`src/launch_apogee_median_detector_assert.svh`:
```
// assertion macros for the launch and apogee detector core
`ifndef LAUNCH_APOGEE_MEDIAN_DETECTOR_ASSERT_SVH
`define LAUNCH_APOGEE_MEDIAN_DETECTOR_ASSERT_SVH

// property checked on every rising edge of clk, off while arst_n is low
`define LAMD_ASSERT(lbl, prop, msg) \
	lbl: assert property (@(posedge clk) disable iff (!arst_n) (prop)) else $error(msg);

// condition that must never be true on a rising edge of clk
`define LAMD_NEVER(lbl, cond, msg) \
	lbl: assert property (@(posedge clk) disable iff (!arst_n) !(cond)) else $error(msg);

`endif

```
`src/lamd_pkg.sv`:
```
// types and constants shared by the launch and apogee detector modules
`timescale 1ns / 1ps
`default_nettype none

package lamd_pkg;

	// samples per median group
	localparam int GROUP_SIZE = 5;
	localparam int IDX_W      = $clog2(GROUP_SIZE);

	// field widths
	localparam int ACCEL_W  = 16;
	localparam int PRESS_W  = 17;
	localparam int VAL_W    = 18;
	localparam int THR_W    = 17;
	localparam int LIMIT_W  = 4;
	localparam int RUN_W    = 4;
	localparam int PHASE_W  = 2;

	// stream and config port widths
	localparam int IN_TDATA_W  = 72;
	localparam int OUT_TDATA_W = 32;
	localparam int CFG_ADDR_W  = 2;
	localparam int CFG_DATA_W  = 17;

	// register indexes on the config port
	localparam logic [CFG_ADDR_W-1:0] REG_ACCEL_THRESHOLD  = 2'd0;
	localparam logic [CFG_ADDR_W-1:0] REG_LAUNCH_RUN_LIMIT = 2'd1;
	localparam logic [CFG_ADDR_W-1:0] REG_APOGEE_RUN_LIMIT = 2'd2;

	// register reset values
	localparam logic [THR_W-1:0]   ACCEL_THRESHOLD_RST  = 17'd6144;
	localparam logic [LIMIT_W-1:0] LAUNCH_RUN_LIMIT_RST = 4'd5;
	localparam logic [LIMIT_W-1:0] APOGEE_RUN_LIMIT_RST = 4'd5;

	// run counter saturates here
	localparam logic [RUN_W-1:0] RUN_MAX = '1;

	typedef logic signed [VAL_W-1:0] val_t;

	typedef enum logic [PHASE_W-1:0] {
		PH_LAUNCH      = 2'd0,
		PH_APOGEE_WAIT = 2'd1,
		PH_DONE        = 2'd2
	} phase_t;

	// one input transaction
	typedef struct packed {
		logic signed [ACCEL_W-1:0] accel_x;
		logic signed [ACCEL_W-1:0] accel_y;
		logic signed [ACCEL_W-1:0] accel_z;
		logic [PRESS_W-1:0]        pressure_pa;
	} sample_t;

	// one output transaction
	typedef struct packed {
		logic [PHASE_W-1:0] phase;
		logic               launch_event;
		logic               apogee_event;
		logic               group_done;
		val_t               group_median;
		logic [RUN_W-1:0]   run_length;
	} result_t;

endpackage

`default_nettype wire

```
`src/lamd_median.sv`:
```
// median of one group of values by an odd-even transposition network
`timescale 1ns / 1ps
`default_nettype none

module lamd_median (
	input  wire lamd_pkg::val_t [lamd_pkg::GROUP_SIZE-1:0] win,
	output lamd_pkg::val_t                                 median
);
	import lamd_pkg::*;

	val_t srt [GROUP_SIZE];

	// compare-exchange rounds, alternating even and odd pairs
	always_comb begin
		val_t tmp;
		tmp = '0;
		for (int i = 0; i < GROUP_SIZE; i++) begin
			srt[i] = win[i];
		end
		for (int r = 0; r < GROUP_SIZE; r++) begin
			for (int j = r % 2; j + 1 < GROUP_SIZE; j += 2) begin
				if (srt[j] > srt[j+1]) begin
					tmp      = srt[j];
					srt[j]   = srt[j+1];
					srt[j+1] = tmp;
				end
			end
		end
	end

	assign median = srt[GROUP_SIZE/2];

endmodule

`default_nettype wire

```
`src/lamd_core.sv`:
```
// group buffer, phase and run tracking, and config registers of the detector
`timescale 1ns / 1ps
`default_nettype none
`include "launch_apogee_median_detector_assert.svh"

module lamd_core (
	input  wire                                 clk,
	input  wire                                 arst_n,
	input  wire                                 cfg_we,
	input  wire  [lamd_pkg::CFG_ADDR_W-1:0]     cfg_addr,
	input  wire  [lamd_pkg::CFG_DATA_W-1:0]     cfg_wdata,
	input  wire                                 step,
	input  wire  lamd_pkg::sample_t             sample,
	output lamd_pkg::result_t                   res
);
	import lamd_pkg::*;

	localparam logic [IDX_W-1:0] LAST_IDX = IDX_W'(GROUP_SIZE - 1);

	// config registers
	logic [THR_W-1:0]   accel_threshold_q;
	logic [LIMIT_W-1:0] launch_run_limit_q;
	logic [LIMIT_W-1:0] apogee_run_limit_q;

	// detector state
	phase_t             phase_q, phase_d;
	logic [IDX_W-1:0]   idx_q, idx_d;
	logic [RUN_W-1:0]   run_q, run_d;
	logic [PRESS_W-1:0] prev_q, prev_d;
	logic               pv_q, pv_d;
	val_t               buf_q [GROUP_SIZE];

	val_t                        value;
	val_t [GROUP_SIZE-1:0]       win;
	val_t                        med;
	logic                        active;
	logic                        last;
	logic [RUN_W-1:0]            run_inc;
	logic                        launch_ev;
	logic                        apogee_ev;

	// config writes
	always_ff @(posedge clk or negedge arst_n) begin
		if (!arst_n) begin
			accel_threshold_q  <= ACCEL_THRESHOLD_RST;
			launch_run_limit_q <= LAUNCH_RUN_LIMIT_RST;
			apogee_run_limit_q <= APOGEE_RUN_LIMIT_RST;
		end else if (cfg_we) begin
			case (cfg_addr)
				REG_ACCEL_THRESHOLD:  accel_threshold_q  <= cfg_wdata[THR_W-1:0];
				REG_LAUNCH_RUN_LIMIT: launch_run_limit_q <= cfg_wdata[LIMIT_W-1:0];
				REG_APOGEE_RUN_LIMIT: apogee_run_limit_q <= cfg_wdata[LIMIT_W-1:0];
				default: ;
			endcase
		end
	end

	// value taken from the sample depends on phase
	always_comb begin
		if (phase_q == PH_LAUNCH) begin
			value = val_t'(sample.accel_x) + val_t'(sample.accel_y) + val_t'(sample.accel_z);
		end else begin
			value = val_t'({1'b0, sample.pressure_pa});
		end
	end

	// window is the stored group with the new value in its slot
	always_comb begin
		for (int i = 0; i < GROUP_SIZE; i++) begin
			win[i] = (idx_q == IDX_W'(i)) ? value : buf_q[i];
		end
	end

	lamd_median u_median (
		.win    (win),
		.median (med)
	);

	assign active  = (phase_q != PH_DONE);
	assign last    = (idx_q == LAST_IDX);
	assign run_inc = (run_q == RUN_MAX) ? run_q : run_q + RUN_W'(1);

	// next state and result for the sample in flight
	always_comb begin
		phase_d   = phase_q;
		idx_d     = idx_q;
		run_d     = run_q;
		prev_d    = prev_q;
		pv_d      = pv_q;
		launch_ev = 1'b0;
		apogee_ev = 1'b0;
		if (active) begin
			idx_d = last ? '0 : idx_q + IDX_W'(1);
			if (last) begin
				if (phase_q == PH_LAUNCH) begin
					if (med > val_t'({1'b0, accel_threshold_q})) begin
						run_d = run_inc;
						if (run_inc >= launch_run_limit_q) begin
							launch_ev = 1'b1;
							phase_d   = PH_APOGEE_WAIT;
							run_d     = '0;
							pv_d      = 1'b0;
						end
					end else begin
						run_d = '0;
					end
				end else begin
					// first group after launch only seeds the previous median
					if (!pv_q) begin
						pv_d = 1'b1;
					end else if (med > val_t'({1'b0, prev_q})) begin
						run_d = run_inc;
						if (run_inc >= apogee_run_limit_q) begin
							apogee_ev = 1'b1;
							phase_d   = PH_DONE;
						end
					end else begin
						run_d = '0;
					end
					prev_d = med[PRESS_W-1:0];
				end
			end
		end
		res.phase        = phase_d;
		res.launch_event = launch_ev;
		res.apogee_event = apogee_ev;
		res.group_done   = active && last;
		res.group_median = (active && last) ? med : '0;
		res.run_length   = run_d;
	end

	// state registers advance once per processed sample
	always_ff @(posedge clk or negedge arst_n) begin
		if (!arst_n) begin
			phase_q <= PH_LAUNCH;
			idx_q   <= '0;
			run_q   <= '0;
			prev_q  <= '0;
			pv_q    <= 1'b0;
		end else if (step) begin
			phase_q <= phase_d;
			idx_q   <= idx_d;
			run_q   <= run_d;
			prev_q  <= prev_d;
			pv_q    <= pv_d;
		end
	end

	// group buffer, no reset
	always_ff @(posedge clk) begin
		if (step && active) begin
			buf_q[idx_q] <= value;
		end
	end

	`LAMD_NEVER(a_idx_range, idx_q > LAST_IDX, "group index past end of group")
	`LAMD_ASSERT(a_done_sticks, phase_q == PH_DONE |=> phase_q == PH_DONE, "left apogee phase")
	`LAMD_ASSERT(a_group_wraps, step && res.group_done |=> idx_q == '0, "group did not restart")
	`LAMD_ASSERT(a_launch_clears, step && res.launch_event |=> phase_q == PH_APOGEE_WAIT && run_q == '0 && !pv_q, "launch did not clear run state")

endmodule

`default_nettype wire

```
`src/launch_apogee_median_detector.sv`:
```
// Launch and apogee detector: median-of-five groups with run counting.
// Input stream s_axis carries one sensor sample per transaction: three raw
// accelerometer axes and a pressure reading. Output stream m_axis returns
// exactly one result per sample, in order: phase, launch and apogee events,
// group completion, the group median and the current run length.
// Config port: cfg_we with cfg_addr 0 threshold, 1 launch limit, 2 apogee
// limit; write only while no samples are in flight.
// Path: an accepted sample is registered in the input stage, and its result
// is registered in the result stage once that stage is free, which raises
// m_axis_tvalid. Throughput: one sample per cycle while m_axis_tready is
// high; the median network and the run update are combinational in between.
// Reset: arst_n clears both stream stages, selects launch phase, clears the
// run counter and group position, and loads the register defaults.
// Stall: while m_axis_tready is low the result holds, the input stage keeps
// one more sample, and s_axis_tready drops once that stage is full.
`timescale 1ns / 1ps
`default_nettype none

module launch_apogee_median_detector (
	input  wire                                 clk,
	input  wire                                 arst_n,
	// accel_x[15:0] accel_y[31:16] accel_z[47:32] pressure_pa[64:48]
	input  wire  [lamd_pkg::IN_TDATA_W-1:0]     s_axis_tdata,
	input  wire                                 s_axis_tvalid,
	output logic                                s_axis_tready,
	// phase[1:0] launch_event[2] apogee_event[3] group_done[4]
	// group_median[22:5] run_length[26:23]
	output logic [lamd_pkg::OUT_TDATA_W-1:0]    m_axis_tdata,
	output logic                                m_axis_tvalid,
	input  wire                                 m_axis_tready,
	input  wire                                 cfg_we,
	input  wire  [lamd_pkg::CFG_ADDR_W-1:0]     cfg_addr,
	input  wire  [lamd_pkg::CFG_DATA_W-1:0]     cfg_wdata
);
	import lamd_pkg::*;

	sample_t sample_s1;
	logic    valid_s1;
	result_t res_s2;
	logic    valid_s2;
	result_t res;
	logic    advance;

	// sample moves to the result stage when that stage is empty or draining
	assign advance       = valid_s1 && (!valid_s2 || m_axis_tready);
	assign s_axis_tready = !valid_s1 || advance;

	// input stage
	always_ff @(posedge clk or negedge arst_n) begin
		if (!arst_n) begin
			valid_s1 <= 1'b0;
		end else if (s_axis_tready) begin
			valid_s1 <= s_axis_tvalid;
		end
	end

	always_ff @(posedge clk) begin
		if (s_axis_tready && s_axis_tvalid) begin
			sample_s1.accel_x     <= s_axis_tdata[15:0];
			sample_s1.accel_y     <= s_axis_tdata[31:16];
			sample_s1.accel_z     <= s_axis_tdata[47:32];
			sample_s1.pressure_pa <= s_axis_tdata[64:48];
		end
	end

	lamd_core u_core (
		.clk       (clk),
		.arst_n    (arst_n),
		.cfg_we    (cfg_we),
		.cfg_addr  (cfg_addr),
		.cfg_wdata (cfg_wdata),
		.step      (advance),
		.sample    (sample_s1),
		.res       (res)
	);

	// result stage
	always_ff @(posedge clk or negedge arst_n) begin
		if (!arst_n) begin
			valid_s2 <= 1'b0;
		end else if (advance) begin
			valid_s2 <= 1'b1;
		end else if (m_axis_tready) begin
			valid_s2 <= 1'b0;
		end
	end

	always_ff @(posedge clk) begin
		if (advance) begin
			res_s2 <= res;
		end
	end

	assign m_axis_tvalid = valid_s2;
	assign m_axis_tdata  = {5'b0, res_s2.run_length, res_s2.group_median,
		res_s2.group_done, res_s2.apogee_event, res_s2.launch_event, res_s2.phase};

endmodule

`default_nettype wire

```
`config.mk`:
```
export PLATFORM = sky130hd
export DESIGN_NAME = launch_apogee_median_detector
export DESIGN_NICKNAME = d
export VERILOG_FILES = /design/src/lamd_pkg.sv /design/src/lamd_median.sv /design/src/lamd_core.sv /design/src/launch_apogee_median_detector.sv
export VERILOG_INCLUDE_DIRS = /design/src /design/src/src
export SDC_FILE = /design/constraint.sdc
export NUM_CORES = 1
export LEC_CHECK = 0
export BUFFER_PORTS_ARGS = -buffer_cell sky130_fd_sc_hd__buf_2
export CORE_ASPECT_RATIO = 1.2
export CORE_MARGIN = 1
export CORE_UTILIZATION = 64
export CTS_BUF_LIST = sky130_fd_sc_hd__clkbuf_4 sky130_fd_sc_hd__clkbuf_8
export CTS_CLUSTER_DIAMETER = 40
export DETAILED_ROUTE_END_ITERATION = 10
export HOLD_SLACK_MARGIN = 0.15
export PLACE_DENSITY = 0.92
export SLEW_MARGIN = 15
export SYNTH_ARGS = -nofsm -noshare
export SYNTH_HDL_FRONTEND = slang
export SYNTH_SLANG_ARGS = --single-unit
```
`constraint.sdc`:
```
create_clock -name clk -period 27.1 [get_ports clk]
set_input_delay 6.775 -clock clk [delete_from_list [all_inputs] [get_ports clk]]
set_output_delay 6.775 -clock clk [all_outputs]
set_load 0.01 [all_outputs]
```
# Word-level counts from Yosys, hierarchy flattened
# Memory sizes are Yosys's and may differ from the RTL's.
# Index checks and enable logic that the tools add are counted.
# totals
output_inout_bits	34
memories	1
in_bits	96
regBits	146
ram_bits	90
# op_classes
reduce_logical	20
magnitude_cmp	13
eq_ne	10
n_addsub	4
mux	41
n_bitwise	5
# memory_table
memory	depth	width	read_ports	rd_ports_with_merged_regs	wr	line	source
u_core.buf_q	5	18	5	0	1	lamd_core.sv:31	val_t buf_q [GROUP_SIZE];
# op_table
cell	n
$mux W36	7
$gt A18 B18 Y1	11
$mux W18	8
$mux W4	8
$add A17 B16 Y18	1
$add A16 B16 Y17	1
$mux W2	8
$mux W1	9
$ge A4 B4 Y1	2
$reduce_and A2 Y1	4
$reduce_and A4 Y1	2
$eq A3 B2 Y1 const B	2
$ne A2 B2 Y1 const B	3
$not A1 Y1	5
$reduce_and A5 Y1	1
$reduce_or A5 Y1	1
$add A4 B1 Y4 const B	1
$eq A4 B4 Y1 const B	1
$logic_and A1 B1 Y1	4
$logic_not A2 Y1	2
$add A3 B1 Y3 const B	1
$eq A3 B1 Y1 const B	1
$eq A3 B3 Y1 const B	1
$logic_not A3 Y1	1
6 further kinds	8

# Longest topological paths before layout
# logic_depth
ltp_word	20
depth_mapped	111

# Hierarchy
# From an unflattened synthesis, not the netlist that was laid out.
# unflattened
hier_cells	1991
hier_area_um2	18569.1
# modules_own_cells
mod	area_each_um2	cells_each	instances
lamd_core	8554.5	835	1
lamd_median	7106.8	1050	1
launch_apogee_median_detector	2907.8	106	1

# Least setup slack after synthesis
# OpenSTA, ideal clock, no wires.
# synth_path
path_kind	register to register
from	reg sample_s1[18] in the netlist's numbering
to	reg res_s2 (netlist bit m_axis_tdata[23]), data pin
path_buffers	11
setup_time_ps	256
setup_slack_ps	7948
path_stages_with_launch	104
arrival_ps	18896
required_time_ps	26844
path_cell_list	edfxtp_1 fa_1 ha_1 inv_1 fa_1 nor2b_1 o2111ai_1 a21oi_1 o21ai_0 a21oi_1 o21ai_0 nand2b_1 a21oi_1 xnor2_1 nor2_1 a21oi_1 nor2_1 a21oi_1 [68 not listed] a221o_1 o21ai_4 buf_2 mux2i_1 ha_1 o21a_1 o21a_1 o21ai_0 nand2b_1 a21oi_1 o21ai_0 a221o_1 a21oi_1 a21oi_1 and3_1 a21oi_1 o31ai_1 a22o_1
# synth_lines
element	line	source
start: declaration	launch_apogee_median_detector.sv:37	sample_t sample_s1;
end signal: assignment	launch_apogee_median_detector.sv:90	res_s2 <= res;
end: declaration	launch_apogee_median_detector.sv:39	result_t res_s2;

==> flow_summary.toml <==
[synthesis]
synth_top_area_cell = "edfxtp_1"
syn_inst = 2003
synth.area.top_cells = "edfxtp_1, ha_1, dfrtp_1, mux2i_1, a21oi_1"
synth_enable_flop_cells = 182
synth_flop_cell = "edfxtp_1"
ys_ff_latch = 236
ys_types = 95
yosysSeqAreaShare_pct = 36.7
avgSynthCellArea_um2 = 9.28
synth_top_area_share_pct = 29.4
syn-cell-area_um2 = 18600
ys_async_sr_fraction_pct = 22.9
yosysWarnings = 0

[clock_network]
post_cts_resized = 0
clock_sinks = 236
path_clk_slew_ns = 0.07
clk_latency_ns = 0.54
post_cts_buffers = 0
hold_buffers = 0
cts-root-buf = "clkbuf_8"
cts_buffers = 36
cts_buffer_depth = 3
cts-htree-levels = 2
cts_tree = "built"

[placed_design]
dp.cells = 2443
hpwl_mm = 38.0
dp_worst_setup_slack_ns = 4.88
gp_congestion = 0.995
port_buffers = 117

[layout]
final_net_count = 2427
final_cell_mix = "ha_1, a21oi_1, inv_1, edfxtp_1"
final_common_cell = "ha_1"
ff_latch_area_um2 = 6820
stdcell_count = 2501
synthToLayoutAreaGrowth_pct = 8.84
fillCellCount = 1927
antenna_cells = 0
fin_util_pct = 71.6
multi_input_area_um2 = 10800
drive_gt1_share_pct = 13.4

[sta]
setup_viol = 0
maxSlewHeadroom_pct = 24.0
finalHoldViolations = 0
slew_viol_final = 0
setup_tns_ns = 0
fin_crit_sh_pct = 84.5
tightestPinTransition_ns = 1.14
setup_ws_ns = 4.21
min_period_ns = 22.89
rsz0062_at_grt = "false"
skew_ns = 0.0130
max_freq_mhz = 43.7

[worst_setup_path]
r2r-start = "sample_s1[18]$_DFFE_PP_"
critical_path.max_fanout = 43
cp.required_ns = 27.39
endpoint_kind = "flop"
crit_path_start_kind = "flop"
arrival_ns = 23.18
crit_start = "sample_s1[18]$_DFFE_PP_"
r2r_setup_slack_ns = 4.21
worst_path_max_delay_cell = "mux2i_1"
critPathKind = "reg -> reg"
crit_top_cell = "a21oi_1"
slowest_delay_ns = 0.90

[worst_hold_path]
min_from = "u_core.prev_q[0]$_DFFE_PN0P_"
hp-class = "reg -> reg"

[detailed_routing]
wirelength_mm = 49.7
antenna_left = 0
vias = 15991
drc = 0
wl_per_cell_um = 19.9
vias_per_cell = 6.39
drt-initial-drc-count = 1734
dr.pass1.iters = 6

[floorplan]
ios = 130
initial_core_util_pct = 65.8
coreArea_um2 = 28300
die_h_um = 189
num_rows = 67
die_width_um = 158
die_area_um2 = 29700

[global_route]
antenna_found_initial = 1
grt_pass1_wl_mm = 78.6
grt_max_degree = 73
grt_usage_pct = 34.4
grt_pass1_vias = 15677
grt.overflow.total = 0

[run_status]
outcome = "finished clean"

[flow_run]
max_cap_violations = 0
-- worst max-delay path: cells and delay by family (launching register included) --
family | cells | cell delay (ns)
flip-flops | 1 | 0.39
buffers and inverters | 7 | 1.38
adder cells (fa/ha/maj) | 9 | 3.03
AND/OR/NAND/NOR | 32 | 5.26
AO/OA/AOI/OAI | 38 | 9.79
multiplexers | 6 | 2.54
XOR/XNOR | 1 | 0.16
-- layer usage --
metal	part of all wire [%]	GRT usage [%]
met5	0.026	0
met4	6.7	20.5
met3	7.9	5.01
met2	48	57.2
met1	38	42.1
-- registers in the layout, summed over array words and instances, names as in the netlist --
register                   cells
u_core.buf_q                  90
sample_s1                     65
u_core.accel_threshold_q      17
u_core.run_q                   4
u_core.apogee_run_limit_q      4
u_core.prev_q                 17
m_axis_tvalid                  1
u_core.idx_q                   3
u_core.pv_q                    1
u_core.launch_run_limit_q      4
m_axis_tdata                  27
valid_s1                       1
u_core.phase_q                 2
-- cell families after synthesis --
logic type / count (synthesis) / synth area share, %
simple gates: 562 / 14.3
compound gates: 536 / 17.7
buf+inv: 270 / 5.66
flops: 236 / 36.7
fa+ha+maj: 230 / 16.2
mux: 147 / 8.39
xor+xnor: 21 / 0.990
other cells: 1 / 0.0202
-- stage by stage --
stage | instance area (µm²) | hold WS, ns
finish | 20200 | 0.496
global route | 20200 | 0.521
CTS | 20200 | 0.496
detailed placement | 19500 | 0.482
global placement | 19500 | 0.462
floorplan | 18600 | 0.450
-- final timing paths --
kind,endpoint,cells past startpoint
setup / recovery,m_axis_tdata[23]$_DFFE_PP_,93
hold / removal,u_core.prev_q[0]$_DFFE_PN0P_,2
setup reg to reg,m_axis_tdata[23]$_DFFE_PP_,93
hold reg to reg,u_core.prev_q[0]$_DFFE_PN0P_,2
max in group asynchronous,u_core.run_q[2]$_DFFE_PN0P_,2
min in group asynchronous,u_core.accel_threshold_q[7]$_DFFE_PN0P_,2
-- synth_stat cells, types with 21 or more instances --
| library cell | count |
|---|---|
| ha_1 | 212 |
| a21oi_1 | 195 |
| inv_1 | 184 |
| edfxtp_1 | 182 |
| nand2_1 | 177 |
| nor2_1 | 177 |
| o21ai_0 | 146 |
| mux2i_1 | 102 |
| a21o_1 | 55 |
| clkbuf_1 | 55 |
| dfrtp_1 | 48 |
| mux2_2 | 40 |
| nand4_1 | 35 |
| nand2b_1 | 30 |
| nor2b_1 | 27 |
| o21a_1 | 27 |
| and2_1 | 22 |
| nand3_1 | 21 |
-- layout make-up --
class                      count  share of cell area [%]
multi-input combinational   1501                    53.3
clock buffer                  48                    2.99
sequential                   236                    33.7
timing repair buffer         140                    3.75
inverter                     187                    3.47
tap                          379                    2.34
clock inverter                10                   0.365
Power is left out: the tool's default activity adds up to more than one toggle a clock period on the data nets, which glitch-free logic cannot reach.
